==> src/rtl/aid_pkg.sv <==
// Shared constants, types and state codes for the aligned identity distance unit.
// No dependencies; every other file in rtl/ refers to this package by scoped name.
package aid_pkg;

	localparam int CNT_W         = 17;
	localparam int MAX_COLUMNS   = 65536;
	localparam int CNT_WIDTH_MAX = 131071;
	localparam logic [CNT_W-1:0] CNT_CAP = (MAX_COLUMNS > CNT_WIDTH_MAX) ?
		CNT_W'(CNT_WIDTH_MAX) : CNT_W'(MAX_COLUMNS);

	localparam int FRAC_W = 16;
	localparam int DIST_W = 18;
	localparam logic [DIST_W-1:0] Q_ONE = DIST_W'(65536);

	localparam int AVG_W = 14;
	localparam logic [AVG_W-1:0] LEN_CAP = AVG_W'(10000);

	// floor(avg * 65536 / 10000) for avg up to LEN_CAP is (avg * LEN_RECIP) >> RECIP_SHIFT
	localparam int RECIP_W     = 26;
	localparam int RECIP_SHIFT = 23;
	localparam logic [RECIP_W-1:0] LEN_RECIP = RECIP_W'(54975582);

	localparam int RES_W = 8;
	localparam int LEN_W = 16;

	localparam int CFG_IDX_W  = 2;
	localparam int CFG_DATA_W = 8;
	localparam logic [CFG_IDX_W-1:0] REG_GAP_CODE  = CFG_IDX_W'(0);
	localparam logic [CFG_IDX_W-1:0] REG_LEN_BONUS = CFG_IDX_W'(1);
	localparam logic [RES_W-1:0] GAP_CODE_RESET = RES_W'(45);

	localparam int QUEUE_DEPTH = 4;
	localparam int QPTR_W      = $clog2(QUEUE_DEPTH);

	localparam int DIV_STEPS = CNT_W;
	localparam int DIV_CNT_W = $clog2(DIV_STEPS + 1);

	typedef struct packed {
		logic [CNT_W-1:0] match_cnt;
		logic [CNT_W-1:0] aligned;
		logic [AVG_W-1:0] avg;
	} job_t;

	typedef struct packed {
		logic             start;
		logic [CNT_W-1:0] num;
		logic [CNT_W-1:0] den;
	} div_req_t;

	typedef struct packed {
		logic             done;
		logic [CNT_W-1:0] quo;
	} div_rsp_t;

	typedef enum logic [1:0] {
		BK_IDLE,
		BK_DIV_ID,
		BK_WAIT_OUT
	} back_state_t;

endpackage

==> src/rtl/aid_front.sv <==
// Front end: config registers, per-column gap/match classification and counters.
// Pushes one job per pair into the queue. Depends on aid_pkg.
module aid_front (
	input  logic                           clk,
	input  logic                           arst_n,
	input  logic                           cfg_we,
	input  logic [aid_pkg::CFG_IDX_W-1:0]  cfg_index,
	input  logic [aid_pkg::CFG_DATA_W-1:0] cfg_data,
	input  logic                           accept,
	input  logic [aid_pkg::RES_W-1:0]      residue_a,
	input  logic [aid_pkg::RES_W-1:0]      residue_b,
	input  logic [aid_pkg::LEN_W-1:0]      length_a,
	input  logic [aid_pkg::LEN_W-1:0]      length_b,
	input  logic                           last_column,
	output logic                           push,
	output aid_pkg::job_t                  job
);

	logic [aid_pkg::RES_W-1:0] gap_code_q;
	logic                      bonus_en_q;
	logic [aid_pkg::CNT_W-1:0] matches_q;
	logic [aid_pkg::CNT_W-1:0] aligned_q;

	logic                      is_aligned;
	logic                      is_match;
	logic [aid_pkg::CNT_W-1:0] matches_nxt;
	logic [aid_pkg::CNT_W-1:0] aligned_nxt;
	logic [aid_pkg::LEN_W:0]   len_sum;
	logic [aid_pkg::LEN_W-1:0] len_avg;
	logic [aid_pkg::AVG_W-1:0] avg_capped;

	always_ff @(posedge clk or negedge arst_n) begin
		if (!arst_n) begin
			gap_code_q <= aid_pkg::GAP_CODE_RESET;
			bonus_en_q <= 1'b0;
		end else if (cfg_we) begin
			case (cfg_index)
				aid_pkg::REG_GAP_CODE:  gap_code_q <= cfg_data[aid_pkg::RES_W-1:0];
				aid_pkg::REG_LEN_BONUS: bonus_en_q <= cfg_data[0];
				default: ;
			endcase
		end
	end

	always_comb begin
		is_aligned  = (residue_a != gap_code_q) && (residue_b != gap_code_q);
		is_match    = is_aligned && (residue_a == residue_b);
		aligned_nxt = aligned_q;
		matches_nxt = matches_q;
		if (is_aligned) begin
			aligned_nxt = (aligned_q >= aid_pkg::CNT_CAP) ? aid_pkg::CNT_CAP
				: aligned_q + aid_pkg::CNT_W'(1);
		end
		if (is_match) begin
			matches_nxt = (matches_q >= aid_pkg::CNT_CAP) ? aid_pkg::CNT_CAP
				: matches_q + aid_pkg::CNT_W'(1);
		end
		len_sum = {1'b0, length_a} + {1'b0, length_b};
		len_avg = len_sum[aid_pkg::LEN_W:1];
		if (!bonus_en_q) begin
			avg_capped = '0;
		end else if (len_avg > aid_pkg::LEN_W'(aid_pkg::LEN_CAP)) begin
			avg_capped = aid_pkg::LEN_CAP;
		end else begin
			avg_capped = len_avg[aid_pkg::AVG_W-1:0];
		end
	end

	always_ff @(posedge clk or negedge arst_n) begin
		if (!arst_n) begin
			matches_q <= '0;
			aligned_q <= '0;
		end else if (accept) begin
			if (last_column) begin
				matches_q <= '0;
				aligned_q <= '0;
			end else begin
				matches_q <= matches_nxt;
				aligned_q <= aligned_nxt;
			end
		end
	end

	assign push          = accept && last_column;
	assign job.match_cnt = matches_nxt;
	assign job.aligned   = aligned_nxt;
	assign job.avg       = avg_capped;

endmodule

==> src/rtl/aid_queue.sv <==
// Short job queue between front and back ends.
// Depends on aid_pkg (depth and job type).
module aid_queue (
	input  logic          clk,
	input  logic          arst_n,
	input  logic          push,
	input  aid_pkg::job_t din,
	input  logic          pop,
	output logic          full,
	output logic          not_empty,
	output aid_pkg::job_t head
);

	aid_pkg::job_t              mem_q [aid_pkg::QUEUE_DEPTH];
	logic [aid_pkg::QPTR_W-1:0] wr_ptr_q;
	logic [aid_pkg::QPTR_W-1:0] rd_ptr_q;
	logic [aid_pkg::QPTR_W:0]   count_q;

	always_ff @(posedge clk) begin
		if (push) begin
			mem_q[wr_ptr_q] <= din;
		end
	end

	always_ff @(posedge clk or negedge arst_n) begin
		if (!arst_n) begin
			wr_ptr_q <= '0;
			rd_ptr_q <= '0;
			count_q  <= '0;
		end else begin
			if (push) wr_ptr_q <= wr_ptr_q + aid_pkg::QPTR_W'(1);
			if (pop)  rd_ptr_q <= rd_ptr_q + aid_pkg::QPTR_W'(1);
			case ({push, pop})
				2'b10:   count_q <= count_q + (aid_pkg::QPTR_W+1)'(1);
				2'b01:   count_q <= count_q - (aid_pkg::QPTR_W+1)'(1);
				default: ;
			endcase
		end
	end

	assign full      = (count_q == (aid_pkg::QPTR_W+1)'(aid_pkg::QUEUE_DEPTH));
	assign not_empty = (count_q != '0);
	assign head      = mem_q[rd_ptr_q];

endmodule

==> src/rtl/aid_div.sv <==
// Restoring divider, one quotient bit per cycle: quo = floor((num << 16) / den).
// Needs num >> 1 < den. Depends on aid_pkg.
module aid_div (
	input  logic              clk,
	input  logic              arst_n,
	input  aid_pkg::div_req_t req,
	output aid_pkg::div_rsp_t rsp
);

	logic [aid_pkg::CNT_W-1:0]     rem_q;
	logic [aid_pkg::CNT_W-1:0]     quo_q;
	logic [aid_pkg::CNT_W-1:0]     den_q;
	logic [aid_pkg::DIV_CNT_W-1:0] cnt_q;
	logic                          done_q;

	logic [aid_pkg::CNT_W:0] trial;
	logic [aid_pkg::CNT_W:0] diff;
	logic                    ge;

	always_comb begin
		trial = {rem_q, quo_q[aid_pkg::CNT_W-1]};
		diff  = trial - {1'b0, den_q};
		ge    = (trial >= {1'b0, den_q});
	end

	always_ff @(posedge clk) begin
		if (req.start) begin
			// top bits of num<<16 seed the remainder, num[0] is the first bit shifted in
			rem_q <= {1'b0, req.num[aid_pkg::CNT_W-1:1]};
			quo_q <= {req.num[0], aid_pkg::FRAC_W'(0)};
			den_q <= req.den;
		end else if (cnt_q != '0) begin
			rem_q <= ge ? diff[aid_pkg::CNT_W-1:0] : trial[aid_pkg::CNT_W-1:0];
			quo_q <= {quo_q[aid_pkg::CNT_W-2:0], ge};
		end
	end

	always_ff @(posedge clk or negedge arst_n) begin
		if (!arst_n) begin
			cnt_q  <= '0;
			done_q <= 1'b0;
		end else begin
			done_q <= (cnt_q == aid_pkg::DIV_CNT_W'(1)) && !req.start;
			if (req.start) begin
				cnt_q <= aid_pkg::DIV_CNT_W'(aid_pkg::DIV_STEPS);
			end else if (cnt_q != '0) begin
				cnt_q <= cnt_q - aid_pkg::DIV_CNT_W'(1);
			end
		end
	end

	assign rsp.done = done_q;
	assign rsp.quo  = quo_q;

endmodule

==> src/rtl/aid_back.sv <==
// Back end: pops a job, runs the identity division, adds the length bonus, holds the result item.
// Depends on aid_pkg and aid_div.
module aid_back (
	input  logic                       clk,
	input  logic                       arst_n,
	input  logic                       job_valid,
	input  aid_pkg::job_t              job,
	output logic                       pop,
	output logic                       out_valid,
	input  logic                       out_ready,
	output logic [aid_pkg::DIST_W-1:0] distance,
	output logic [aid_pkg::CNT_W-1:0]  match_count,
	output logic [aid_pkg::CNT_W-1:0]  aligned_count
);

	aid_pkg::back_state_t state_q, state_nxt;
	aid_pkg::div_req_t    div_req;
	aid_pkg::div_rsp_t    div_rsp;

	logic [aid_pkg::CNT_W-1:0]  matches_q;
	logic [aid_pkg::CNT_W-1:0]  aligned_q;
	logic [aid_pkg::AVG_W-1:0]  avg_q;
	logic [aid_pkg::CNT_W-1:0]  bonus_q;
	logic [aid_pkg::DIST_W-1:0] dist_q;
	logic                       out_valid_q;
	logic [aid_pkg::DIST_W-1:0] distance_q;
	logic [aid_pkg::CNT_W-1:0]  match_count_q;
	logic [aid_pkg::CNT_W-1:0]  aligned_count_q;

	logic [aid_pkg::CNT_W-1:0]                 q_id;
	logic [aid_pkg::AVG_W+aid_pkg::RECIP_W-1:0] bonus_prod;

	logic ld_dist;
	logic ld_out;

	aid_div u_div (
		.clk    (clk),
		.arst_n (arst_n),
		.req    (div_req),
		.rsp    (div_rsp)
	);

	always_ff @(posedge clk or negedge arst_n) begin
		if (!arst_n) begin
			state_q <= aid_pkg::BK_IDLE;
		end else begin
			state_q <= state_nxt;
		end
	end

	always_comb begin
		state_nxt     = state_q;
		pop           = 1'b0;
		ld_dist       = 1'b0;
		ld_out        = 1'b0;
		div_req.start = 1'b0;
		div_req.num   = job.match_cnt;
		div_req.den   = job.aligned;
		case (state_q)
			aid_pkg::BK_IDLE: begin
				if (job_valid) begin
					pop           = 1'b1;
					div_req.start = 1'b1;
					state_nxt     = aid_pkg::BK_DIV_ID;
				end
			end
			aid_pkg::BK_DIV_ID: begin
				if (div_rsp.done) begin
					ld_dist   = 1'b1;
					state_nxt = aid_pkg::BK_WAIT_OUT;
				end
			end
			aid_pkg::BK_WAIT_OUT: begin
				if (!out_valid_q || out_ready) begin
					ld_out    = 1'b1;
					state_nxt = aid_pkg::BK_IDLE;
				end
			end
			default: state_nxt = aid_pkg::BK_IDLE;
		endcase
	end

	// nothing aligned: quotient taken as zero, so the identity term is 1.0
	assign q_id = (aligned_q == '0) ? '0 : div_rsp.quo;

	// length bonus by reciprocal multiply; avg_q holds still while the divider runs
	assign bonus_prod = {aid_pkg::RECIP_W'(0), avg_q} * {aid_pkg::AVG_W'(0), aid_pkg::LEN_RECIP};

	always_ff @(posedge clk) begin
		if (pop) begin
			matches_q <= job.match_cnt;
			aligned_q <= job.aligned;
			avg_q     <= job.avg;
		end
		bonus_q <= bonus_prod[aid_pkg::RECIP_SHIFT +: aid_pkg::CNT_W];
		if (ld_dist) begin
			dist_q <= aid_pkg::Q_ONE - {1'b0, q_id} + {1'b0, bonus_q};
		end
		if (ld_out) begin
			distance_q      <= dist_q;
			match_count_q   <= matches_q;
			aligned_count_q <= aligned_q;
		end
	end

	always_ff @(posedge clk or negedge arst_n) begin
		if (!arst_n) begin
			out_valid_q <= 1'b0;
		end else if (ld_out) begin
			out_valid_q <= 1'b1;
		end else if (out_ready) begin
			out_valid_q <= 1'b0;
		end
	end

	assign out_valid     = out_valid_q;
	assign distance      = distance_q;
	assign match_count   = match_count_q;
	assign aligned_count = aligned_count_q;

endmodule

==> src/rtl/aligned_identity_distance_unit.sv <==
// Aligned identity distance unit: one alignment column per cycle while in_ready is high,
// one result item per pair. A pair's counts go from the front end through the job queue
// to the bit-per-cycle divider in the back end and then to the output register.
// The back end takes a new pair only once the last result item is loaded, with a
// four-entry job queue so a burst of short pairs is absorbed before in_ready drops.
// Reset (arst_n low, asynchronous): counters, queue and output cleared, gap_code 45, bonus off.
module aligned_identity_distance_unit (
	input  logic                           clk,
	input  logic                           arst_n,
	// configuration write port
	input  logic                           cfg_we,
	input  logic [aid_pkg::CFG_IDX_W-1:0]  cfg_index,
	input  logic [aid_pkg::CFG_DATA_W-1:0] cfg_data,
	// column channel
	input  logic                           in_valid,
	output logic                           in_ready,
	input  logic [aid_pkg::RES_W-1:0]      residue_a,
	input  logic [aid_pkg::RES_W-1:0]      residue_b,
	input  logic [aid_pkg::LEN_W-1:0]      length_a,
	input  logic [aid_pkg::LEN_W-1:0]      length_b,
	input  logic                           last_column,
	// result channel
	output logic                           out_valid,
	input  logic                           out_ready,
	output logic [aid_pkg::DIST_W-1:0]     distance,
	output logic [aid_pkg::CNT_W-1:0]      match_count,
	output logic [aid_pkg::CNT_W-1:0]      aligned_count
);

	logic          accept;
	logic          push;
	logic          q_full;
	logic          q_not_empty;
	logic          pop;
	aid_pkg::job_t push_job;
	aid_pkg::job_t head_job;

	// Columns are held off only while the job queue is full, so the front end
	// keeps counting the next pair while the back end divides.
	assign in_ready = !q_full;
	assign accept   = in_valid && in_ready;

	// Front: classifies each column, keeps the saturating counters, and on the
	// last column hands on the final counts and capped mean length (zero if bonus off).
	aid_front u_front (
		.clk         (clk),
		.arst_n      (arst_n),
		.cfg_we      (cfg_we),
		.cfg_index   (cfg_index),
		.cfg_data    (cfg_data),
		.accept      (accept),
		.residue_a   (residue_a),
		.residue_b   (residue_b),
		.length_a    (length_a),
		.length_b    (length_b),
		.last_column (last_column),
		.push        (push),
		.job         (push_job)
	);

	aid_queue u_queue (
		.clk       (clk),
		.arst_n    (arst_n),
		.push      (push),
		.din       (push_job),
		.pop       (pop),
		.full      (q_full),
		.not_empty (q_not_empty),
		.head      (head_job)
	);

	// Back: matches/aligned quotient through the divider while the length bonus
	// comes from a reciprocal multiply, then the result item sits in an output
	// register until taken.
	aid_back u_back (
		.clk           (clk),
		.arst_n        (arst_n),
		.job_valid     (q_not_empty),
		.job           (head_job),
		.pop           (pop),
		.out_valid     (out_valid),
		.out_ready     (out_ready),
		.distance      (distance),
		.match_count   (match_count),
		.aligned_count (aligned_count)
	);

endmodule

==> config.mk <==
export PLATFORM = sky130hd
export DESIGN_NAME = aligned_identity_distance_unit
export DESIGN_NICKNAME = d
export VERILOG_FILES = /design/src/rtl/aid_pkg.sv /design/src/rtl/aid_front.sv /design/src/rtl/aid_queue.sv /design/src/rtl/aid_div.sv /design/src/rtl/aid_back.sv /design/src/rtl/aligned_identity_distance_unit.sv
export SDC_FILE = /design/constraint.sdc
export NUM_CORES = 1
export LEC_CHECK = 0
export BUFFER_PORTS_ARGS = -buffer_cell sky130_fd_sc_hd__buf_2
export CELL_PAD_IN_SITES_DETAIL_PLACEMENT = 0
export CELL_PAD_IN_SITES_GLOBAL_PLACEMENT = 1
export CORE_MARGIN = 2
export CORE_UTILIZATION = 35
export DETAILED_ROUTE_END_ITERATION = 7
export GPL_TIMING_DRIVEN = 0
export PLACE_DENSITY_LB_ADDON = 0.1
export SLEW_MARGIN = 30
export SYNTH_ARGS = -nofsm -noshare
export SYNTH_HDL_FRONTEND = slang
export SYNTH_SLANG_ARGS = --single-unit
==> constraint.sdc <==
create_clock -name clk -period 5.44 [get_ports clk]
set_clock_uncertainty 0.15 [all_clocks]
set_input_delay 1.088 -clock clk [delete_from_list [all_inputs] [get_ports clk]]
set_output_delay 1.088 -clock clk [all_outputs]
set_load 0.01 [all_outputs]
==> results of run 1 <==
## repair_timing
| action | in CTS | in global routing |
|---|---|---|
| buffers inserted | 39 | 21 |
| gates resized for setup | 47 | 65 |
| setup endpoints to repair | 17 | 17 |
| endpoints found under the hold margin | 0 | 0 |
| pin swaps | 21 | 58 |
## worst min path at each step
stage | startpoint | cells after the start | slack (ns) | to
3_3_place_gp | u_back.dist_q[8] | 0 | 0.25 | u_back.distance[8]
2_1_floorplan | u_back.dist_q[0] | 0 | 0.25 | u_back.distance[0]
4_1_cts | arst_n | 1 | 0.23 | u_front.matches_q[6]
6_report | arst_n | 1 | 0.25 | u_front.matches_q[6]
3_5_place_dp | u_back.dist_q[12] | 0 | 0.25 | u_back.distance[12]
5_1_grt | arst_n | 1 | 0.25 | u_front.matches_q[6]
## Yosys cell counts (3+ instances only)
cell type and n:
a211o_1 4, mux4_2 48, dfxtp_1 34, a21o_1 21, inv_1 235, nand4_1 12
nand2b_1 6, o31ai_1 12, nand2_1 136, a31o_2 3, nor2_1 82, edfxtp_1 327
o21bai_1 10, a21oi_1 99, and2_1 11, nand3_1 21, nor3_1 22, mux2_2 14
dfrtp_1 55, ha_1 224, buf_2 5, o211ai_1 4, o21a_1 10, or2_2 11
and4_1 6, xor2_1 59, buf_1 7, a31oi_1 13, nand4b_1 3, a211oi_1 9
nor4_1 12, nand3b_1 3, o21ai_1 4, fa_1 124, clkbuf_1 26, dfstp_2 4
and3_1 21, or3_1 10, a22o_1 21, nor2b_1 11, o21ai_0 61, xnor2_1 41
o22ai_1 7, mux2i_1 8
## through the flow
stage / hold slack (ns) / util, %
3_5_place_dp: 0.255 / 38.4
3_3_place_gp: 0.251 / 38.0
4_1_cts: 0.230 / 41.5
2_1_floorplan: 0.250 / -
6_report: 0.251 / 42.1
5_1_grt: 0.247 / 42.1
## layer usage
metal / routed length, um / vias up / global-route usage (%)
li1: - / 7202 / -
met3: 1830 / 62 / 2.70
met1: 27500 / 7411 / 22.9
met5: 0 / - / 0
met2: 28200 / 201 / 27.4
met4: 941 / 0 / 3.31
## flip-flops by register name, indices dropped and copies added, names as in the netlist, 5 cells and up
register              cells
u_back.bonus_q           17
u_front.aligned_q        17
u_queue.mem_q           192
u_back.u_div.quo_q       17
u_front.gap_code_q        8
u_back.aligned_count     17
u_back.u_div.cnt_q        5
u_back.aligned_q         17
u_back.u_div.rem_q       17
u_back.match_count       17
u_back.avg_q             14
u_back.matches_q         17
u_back.dist_q            18
u_front.matches_q        17
u_back.distance          18
## area by class of cell
cell class	instances	area (um2)	area share, %
diodes	1	2.50	0.00866
plain buffers	42	190	0.658
clock buffers	68	1360	4.70
clock inverters	25	253	0.875
inverters	235	890	3.08
multi-input cells	1190	11800	40.7
flip-flops and latches	420	12000	41.5
well taps	931	1160	4.03
repair buffers	186	1290	4.47
## cell families after synthesis
| kind of cell | after synthesis | synth area share [%] |
|---|---|---|
| mux | 70 | 5.45 |
| xor+xnor | 100 | 3.62 |
| compound gates | 299 | 7.88 |
| simple gates | 373 | 7.32 |
| flops | 420 | 49.5 |
| buf+inv | 277 | 4.40 |
| fa+ha+maj | 348 | 21.8 |
## worst reg2reg max path: stages (launching register included)
cell and delay (ns):
edfxtp_1 0.50, fa_2 0.60, inv_4 0.06, fa_2 0.53, inv_2 0.04, fa_2 0.54
fa_1 0.43, fa_2 0.37, fa_1 0.55, ha_4 0.23, a21oi_4 0.13, o211ai_1 0.16
a221oi_4 0.35, nor3_2 0.09, a31o_4 0.24, o211a_4 0.27, a311oi_2 0.23, xnor2_1 0.17
==> reports/results.tsv, run 1 <==
stage	metric	value	unit
run_status	status	finished, violations left	
run_status	violations	negative setup slack	
placed_design	dp_hpwl	43.9	mm
timing	hold_violations	0	
critical_path	r2r_start	u_back.avg_q[13]	
grt	antenna_found_initial	0	
critical_path	cp.depth	17	
clocking	clk_latency	0.61	ns
critical_path	regToRegSetupSlack	-0.27	ns
floorplanning	coreArea	68600	um2
detailed_routing	drtPass1Iterations	5	
detailed_routing	first_iter_violations	879	
synth	postSynthAreaPerCell	12.8	um2
synth	yosysTopAreaCellShare	40.6	%
synth	synth_cells	1887	
clocking	clock-root-buffer	clkbuf_16	
critical_path	worstReg2RegEnd	u_back.bonus_q[16]	
critical_path	cp_num_buf_inv	2	
timing	finalSetupViolCount	13	
critical_path	path_max_fanout	4	
timing	tns	-1.99	ns
critical_path	cp-endpoint	u_back.bonus_q[16]	
synth	syn_area	24200	um2
detailed_routing	vias	14876	
clocking	ctsHoldBuffers	0	
detailed_routing	drc	0	
layout	nNetsFinal	2537	
timing	finalMaxSlewViolations	0	
synth	synth.distinct_cells	68	
floorplanning	start_util	35.3	%
layout	stdcell_area	28900	um2
placed_design	dp_cells	2944	
grt	grt_pass1_wl	90.0	mm
synth	synth-seq-cells	420	
detailed_routing	wire_per_inst	18.9	um
clocking	numCtsBuffers	50	
timing	relSlewSlack	39.2	%
timing	setup_slack	-0.270	ns
critical_path	r2r_cells	17	
floorplanning	io_pins	118	
synth	synth_nets	2299	
critical_path	crit_top_cell	fa_2	
placed_design	place_ws	-0.902	ns
timing	period_minus_slack	5.71	ns
synth	synth_area_leader_cell	edfxtp_1	
floorplanning	fp.dieH	267	um
critical_path	crit_family	adder cells	
layout	layout_common_cells	327 x edfxtp_1, 218 x inv_1, 204 x ha_1, 130 x nand2_1, 121 x buf_2	
layout	layout-drive-gt1-share	21.5	%
grt	overflow	0	
synth	seq_area_frac_synth	49.5	%
detailed_routing	wl	58.4	mm
critical_path	criticalPathCategory	reg2reg	
layout	fill_cells	6407	
layout	synthToLayoutAreaGrowth	19.3	%
layout	final_common_cell	edfxtp_1	
floorplanning	die_w	267	um
clocking	clkTransAtPathRegs	0.06	ns
clocking	cts_buffer_depth	3	
placed_design	gp_congestion	0.848	
clocking	cts.htree.levels	2	
layout	final_cells	3098	
critical_path	worstPathArrival	6.08	ns
floorplanning	rows	96	
clocking	cts_tree	done	
timing	rsz0062_at_grt	true	
synth	netlist_top_cells_area	edfxtp_1 41%, ha_1 12%, fa_1 10%	
job	maxCapViolations	0	
critical_path	slowest_stage	fa_2	
grt	grt_usage	16.5	%
critical_path	slowest_delay	0.60	ns
synth	synthArstFlopShare	14.0	%
clocking	cts_sinks	420	
critical_path	cp-end-kind	flop	
timing	finalCritPeriodShare	105	%
critical_path	crit_chain	fa_2 > inv_4 > fa_2 > inv_2 > fa_2 > fa_1 > fa_2 > fa_1 > ha_4 > a21oi_4 > o211ai_1 > a221oi_4 > nor3_2 > a31o_4 > o211a_4 > a311oi_2 > xnor2_1	
synth	ys.flop_type	edfxtp_1	
placed_design	place_area	26300	um2
synth	synth_warnings	0	
critical_path	startpoint	u_back.avg_q[13]	
detailed_routing	final_antenna_net_count	0	
placed_design	io_buffers	117	
floorplanning	dieArea	71300	um2
min_path	hp-class	in2async	
timing	worst_pin_slew	0.909	ns
detailed_routing	viasPerCell	4.80	
grt	grt_max_degree	42	
critical_path	startpoint_type	flop	
critical_path	critPathRequiredTime	5.81	ns
grt	grt_pass1_vias	15415	
synth	synth_edf_count	327	
timing	fmax	175	MHz
Power of run 1 is not shown: default switching activity piles up to over one toggle a cycle in this logic, so the estimate is an artifact.
==> inputs of run 2 (changes only) <==
clock period = 4.7 ns   (was 5.44 ns; I/O delays follow)
==> reports/results.tsv, run 2 (synthesis gave the netlist of run 1 again) <==
stage	metric	value	unit	change
run_status	status	finished, violations left		
run_status	violations	negative setup slack		
layout	largest-register	u_queue.mem_q		
floorplanning	die_w	267	um	unchanged
detailed_routing	wire_per_inst	18.8	um	-0.50%
critical_path	criticalPathCategory	reg2reg		
floorplanning	fp.dieH	267	um	unchanged
floorplanning	start_util	35.3	%	unchanged
clocking	clock-root-buffer	clkbuf_16		
clocking	cts.htree.levels	2		unchanged
layout	final_common_cell	edfxtp_1		
layout	layout_common_cells	327 x edfxtp_1, 216 x inv_1, 205 x ha_1, 131 x nand2_1, 122 x buf_2		
timing	hold_ws	0.141	ns	-0.110 ns
critical_path	startpoint_type	flop		
layout	synthToLayoutAreaGrowth	18.8	%	
detailed_routing	vias	14789		-0.58%
grt	grt_max_degree	39		-7.1%
detailed_routing	drc	0		unchanged
timing	period_minus_slack	5.79	ns	+0.0801 ns
grt	overflow	0		unchanged
critical_path	path_max_fanout	4		unchanged
detailed_routing	final_antenna_net_count	0		unchanged
grt	grt_pass1_wl	89.8	mm	-0.18%
timing	finalCritPeriodShare	123	%	+18 points
clocking	cts_tree	done		
detailed_routing	wl	57.9	mm	-0.95%
grt	antenna_found_initial	0		unchanged
timing	fmax	173	MHz	-1.4%
clocking	cts_sinks	420		unchanged
timing	finalMaxSlewViolations	0		unchanged
floorplanning	rows	96		unchanged
critical_path	crit_top_cell	fa_2		
placed_design	dp_hpwl	44.4	mm	+0.96%
critical_path	r2r_cells	19		+2
critical_path	cp-end-kind	flop		
critical_path	slowest_delay	0.56	ns	-0.04 ns
critical_path	worstPathArrival	6.12	ns	+0.04 ns
timing	rsz0062_at_grt	true		
timing	worst_pin_slew	0.868	ns	-0.0415 ns
detailed_routing	viasPerCell	4.80		-0.13%
grt	grt_pass1_vias	15580		+1.1%
layout	layout-drive-gt1-share	20.8	%	-0.71 points
clocking	numCtsBuffers	50		unchanged
job	maxCapViolations	0		unchanged
grt	grt_usage	16.5	%	-0.039 points
critical_path	crit_chain	buf_6 > fa_2 > inv_4 > fa_2 > inv_2 > fa_2 > fa_2 > fa_2 > fa_1 > ha_4 > a21oi_4 > o211ai_1 > a221oi_4 > nor3_2 > a31o_4 > o211a_4 > o21a_1 > nor2_1 > xnor2_1		
layout	largest_reg_flops	192		unchanged
timing	finalSetupViolCount	17		+4
timing	hold_violations	0		unchanged
placed_design	gp_congestion	0.827		-2.5%
clocking	cts_buffer_depth	3		unchanged
critical_path	worstReg2RegEnd	u_back.bonus_q[15]		
clocking	clkTransAtPathRegs	0.06	ns	about the same
timing	relSlewSlack	42.0	%	+2.8 points
layout	nNetsFinal	2525		-0.47%
timing	setup_slack	-1.09	ns	-0.820 ns
clocking	clk_latency	0.59	ns	-0.02 ns
layout	fill_cells	6469		+0.97%
critical_path	regToRegSetupSlack	-1.09	ns	-0.82 ns
critical_path	critPathRequiredTime	5.03	ns	-0.78 ns
detailed_routing	first_iter_violations	692		-21%
layout	insertedDiodeCount	0		-1
critical_path	cp_num_buf_inv	3		+1
critical_path	crit_family	adder cells		
detailed_routing	drtPass1Iterations	4		-1
min_path	hp-class	in2async		
critical_path	r2r_start	u_back.avg_q[11]		
critical_path	slowest_stage	fa_1		
floorplanning	dieArea	71300	um2	unchanged
placed_design	io_buffers	117		unchanged
floorplanning	io_pins	118		unchanged
floorplanning	coreArea	68600	um2	unchanged
[run 2: cell types whose count changed in the layout (fill, tap and decap cells not counted), sizes merged]
cell	previous run	this run
clkinvlp	7	6
clkinv	9	13
bufinv	2	4
diode	1	0
buf	199	188
clkbuf	97	96
inv	242	236
[run 2: through the flow]
stage	util, %	cells	setup TNS (ns)	instance area (um2)	worst slack (ns)
finish	41.9	3084	-14.74	28800	-1.09
global route	41.9	3084	-17.67	28800	-1.29
CTS	41.6	3072	-15.91	28500	-1.17
detailed placement	38.5	2944	-20.49	26400	-1.67
global placement	38.1	2935	-73.56	26100	-1.64
floorplan	-	1887	-7.85	24400	-0.863
[run 2: cell type report]
| cell class | count | area, um2 | share of cell area, % |
|---|---|---|---|
| Buffer | 42 | 190 | 0.661 |
| Clock buffer | 68 | 1390 | 4.85 |
| Clock inverter | 24 | 292 | 1.01 |
| Inverter | 235 | 885 | 3.08 |
| Multi-Input combinational cell | 1190 | 11700 | 40.6 |
| Sequential cell | 420 | 12000 | 41.7 |
| Tap cell | 931 | 1160 | 4.05 |
| Timing Repair Buffer | 174 | 1180 | 4.10 |
[run 2: how the worst max path moves through the flow]
stage	cells after the start	slack [ns]	start	to
global route	19	-1.29	u_back.avg_q[11]	u_back.bonus_q[15]
finish	19	-1.09	u_back.avg_q[11]	u_back.bonus_q[15]
global placement	20	-1.64	u_back.avg_q[7]	u_back.bonus_q[15]
detailed placement	20	-1.67	u_back.avg_q[7]	u_back.bonus_q[15]
floorplan	18	-0.86	u_back.avg_q[12]	u_back.bonus_q[15]
CTS	18	-1.17	u_back.avg_q[11]	u_back.bonus_q[16]
[run 2: metal layers]
metal	vias up	wire length [um]	track usage, %
met4	0	955	3.72
met5	-	0	0
li1	7181	-	-
met2	197	28600	28.2
met1	7346	26700	22.3
met3	65	1630	2.26
[run 2: what timing repair did]
item / in CTS / in global routing
pin swaps: 21 / 26
gates resized for setup: 35 / 51
hold buffers: 0 / 0
buffers inserted: 36 / 12
endpoints found under the setup margin: 17 / 21
Power of run 2 is left out for the same reason.
==> inputs of run 3 (changes only) <==
CAP_MARGIN = 20   (was not set)
RECOVER_POWER = 50   (was not set)
==> reports/results.tsv, run 3 (synthesis gave the netlist of run 1 again) <==
stage	metric	value	unit	change
run_status	status	finished, violations left		
run_status	violations	max-capacitance violations, max-slew violations, negative setup slack		
detailed_routing	viasPerCell	4.80		about the same
critical_path	cp_num_buf_inv	3		unchanged
layout	layout-drive-gt1-share	17.4	%	-3.4 points
floorplanning	dieArea	71300	um2	unchanged
critical_path	worstReg2RegEnd	u_back.bonus_q[15]		
layout	layout_common_cells	327 x edfxtp_1, 216 x inv_1, 205 x ha_1, 131 x nand2_1, 107 x fa_1		
layout	largest_reg_flops	192		unchanged
detailed_routing	drtPass1Iterations	4		unchanged
critical_path	crit_chain	buf_6 > fa_2 > inv_4 > fa_2 > inv_2 > fa_2 > fa_2 > fa_2 > fa_1 > ha_4 > a21oi_4 > o211ai_1 > a221oi_4 > nor3_2 > a31o_4 > o211a_4 > o21a_1 > nor2_1 > xnor2_1		
detailed_routing	final_antenna_net_count	0		unchanged
timing	hold_violations	0		unchanged
critical_path	r2r_start	u_back.avg_q[11]		
placed_design	dp_hpwl	44.4	mm	unchanged
grt	overflow	0		unchanged
detailed_routing	wl_met1	26.7	mm	about the same
min_path	min_from	u_back.matches_q[2]		
clocking	cts.htree.levels	2		unchanged
timing	finalSetupViolCount	17		unchanged
detailed_routing	wire_per_inst	18.8	um	+0.15%
clocking	cts_buffer_depth	3		unchanged
layout	stdcell_area	28500	um2	-0.92%
timing	finalMaxSlewViolations	82		+82
layout	final_cells	3084		unchanged
clocking	clock-root-buffer	clkbuf_16		
timing	relSlewSlack	-37.9	%	-80 points
critical_path	criticalPathCategory	reg2reg		
detailed_routing	vias	14803		+0.095%
critical_path	cp-end-kind	flop		
detailed_routing	first_iter_violations	662		-4.3%
detailed_routing	wl_met2	28.4	mm	-0.42%
layout	nNetsFinal	2525		unchanged
grt	grt_usage	16.5	%	unchanged
timing	rsz0062_at_grt	true		
timing	period_minus_slack	5.79	ns	-0.00193 ns
floorplanning	io_pins	118		unchanged
layout	insertedDiodeCount	0		unchanged
detailed_routing	top_layer	met4		
layout	synthToLayoutAreaGrowth	17.7	%	
critical_path	regToRegSetupSlack	-1.09	ns	about the same
layout	final_common_cell	edfxtp_1		
floorplanning	coreArea	68600	um2	unchanged
grt	grt_pass1_vias	15580		unchanged
min_path	whs_path_depth	0		
clocking	cts_tree	done		
placed_design	place_area	26400	um2	unchanged
clocking	clkTransAtPathRegs	0.06	ns	about the same
critical_path	r2r_cells	19		unchanged
layout	largest-register	u_queue.mem_q		
timing	finalCritPeriodShare	123	%	about the same
placed_design	io_buffers	117		unchanged
min_path	hold_end	u_back.match_count[2]		
detailed_routing	wl	58.0	mm	+0.15%
critical_path	crit_family	adder cells		
critical_path	startpoint_type	flop		
floorplanning	fp.dieH	267	um	unchanged
floorplanning	rows	96		unchanged
floorplanning	die_w	267	um	unchanged
min_path	hp-class	reg2reg		
grt	antenna_found_initial	0		unchanged
critical_path	path_max_fanout	4		unchanged
grt	grt_max_degree	39		unchanged
placed_design	dp_cells	2944		unchanged
timing	fmax	173	MHz	about the same
critical_path	worstPathArrival	6.12	ns	about the same
timing	tns	-14.69	ns	+0.0552 ns
timing	setup_slack	-1.09	ns	+0.00193 ns
placed_design	gp_congestion	0.827		unchanged
clocking	numCtsBuffers	50		unchanged
clocking	clk_latency	0.59	ns	about the same
detailed_routing	met3_length	1.82	mm	+11%
floorplanning	start_util	35.3	%	unchanged
critical_path	crit_top_cell	fa_2		
clocking	cts_sinks	420		unchanged
grt	grt_pass1_wl	89.8	mm	unchanged
timing	worst_pin_slew	2.07	ns	+1.20 ns
critical_path	critPathRequiredTime	5.03	ns	about the same
detailed_routing	drc	0		unchanged
critical_path	slowest_stage	fa_1		
job	maxCapViolations	3		+3
critical_path	slowest_delay	0.56	ns	about the same
clocking	ctsHoldBuffers	0		unchanged
## run 3: worst max path at each step
stage / start / cells after the start / to / slack (ns)
after CTS: u_back.avg_q[11] / 18 / u_back.bonus_q[16] / -1.17
final: u_back.avg_q[11] / 19 / u_back.bonus_q[15] / -1.09
after global placement: u_back.avg_q[7] / 20 / u_back.bonus_q[15] / -1.64
after global routing: u_back.avg_q[11] / 19 / u_back.bonus_q[15] / -1.29
after floorplan: u_back.avg_q[12] / 18 / u_back.bonus_q[15] / -0.86
after detailed placement: u_back.avg_q[7] / 20 / u_back.bonus_q[15] / -1.67
## run 3: cell type report
cell class                      instances  area [um2]
Multi-Input combinational cell       1190       11600
Timing Repair Buffer                  174         957
Tap cell                              931        1160
Inverter                              235         885
Clock buffer                           68        1390
Sequential cell                       420       12000
Fill cell                            6512       40100
Buffer                                 42         184
Clock inverter                         24         292
## run 3: worst register-to-register path, delay by kind of cell, from the launching register on
family	cells	cell delay, ns
AOI/OAI and AO/OA	6	1.30
xor gates and xnor gates	1	0.13
adders and majority gates	7	3.22
buffers and inverters	3	0.26
DFF	1	0.47
and+or+nand+nor	2	0.18
## run 3: timing repair
item                                   in CTS  in global routing
resized for setup                          35                 51
buffers inserted                           36                 12
setup endpoints to repair                  17                 21
pin swaps                                  21                 26
endpoints found under the hold margin       0                  0
## run 3: per-stage QoR
step	hold WS (ns)	worst slack [ns]	utilization (%)
global route	0.271	-1.29	41.5
detailed placement	0.255	-1.67	38.5
CTS	0.126	-1.17	41.6
global placement	0.250	-1.64	38.1
floorplan	0.250	-0.863	-
finish	0.265	-1.09	41.5
## run 3: layer usage
| metal | vias up | GRT usage [%] |
|---|---|---|
| met3 | 64 | 2.26 |
| li1 | 7178 | - |
| met5 | - | 0 |
| met4 | 0 | 3.72 |
| met2 | 203 | 28.2 |
| met1 | 7358 | 22.3 |
Power of run 3 is left out for the same reason.
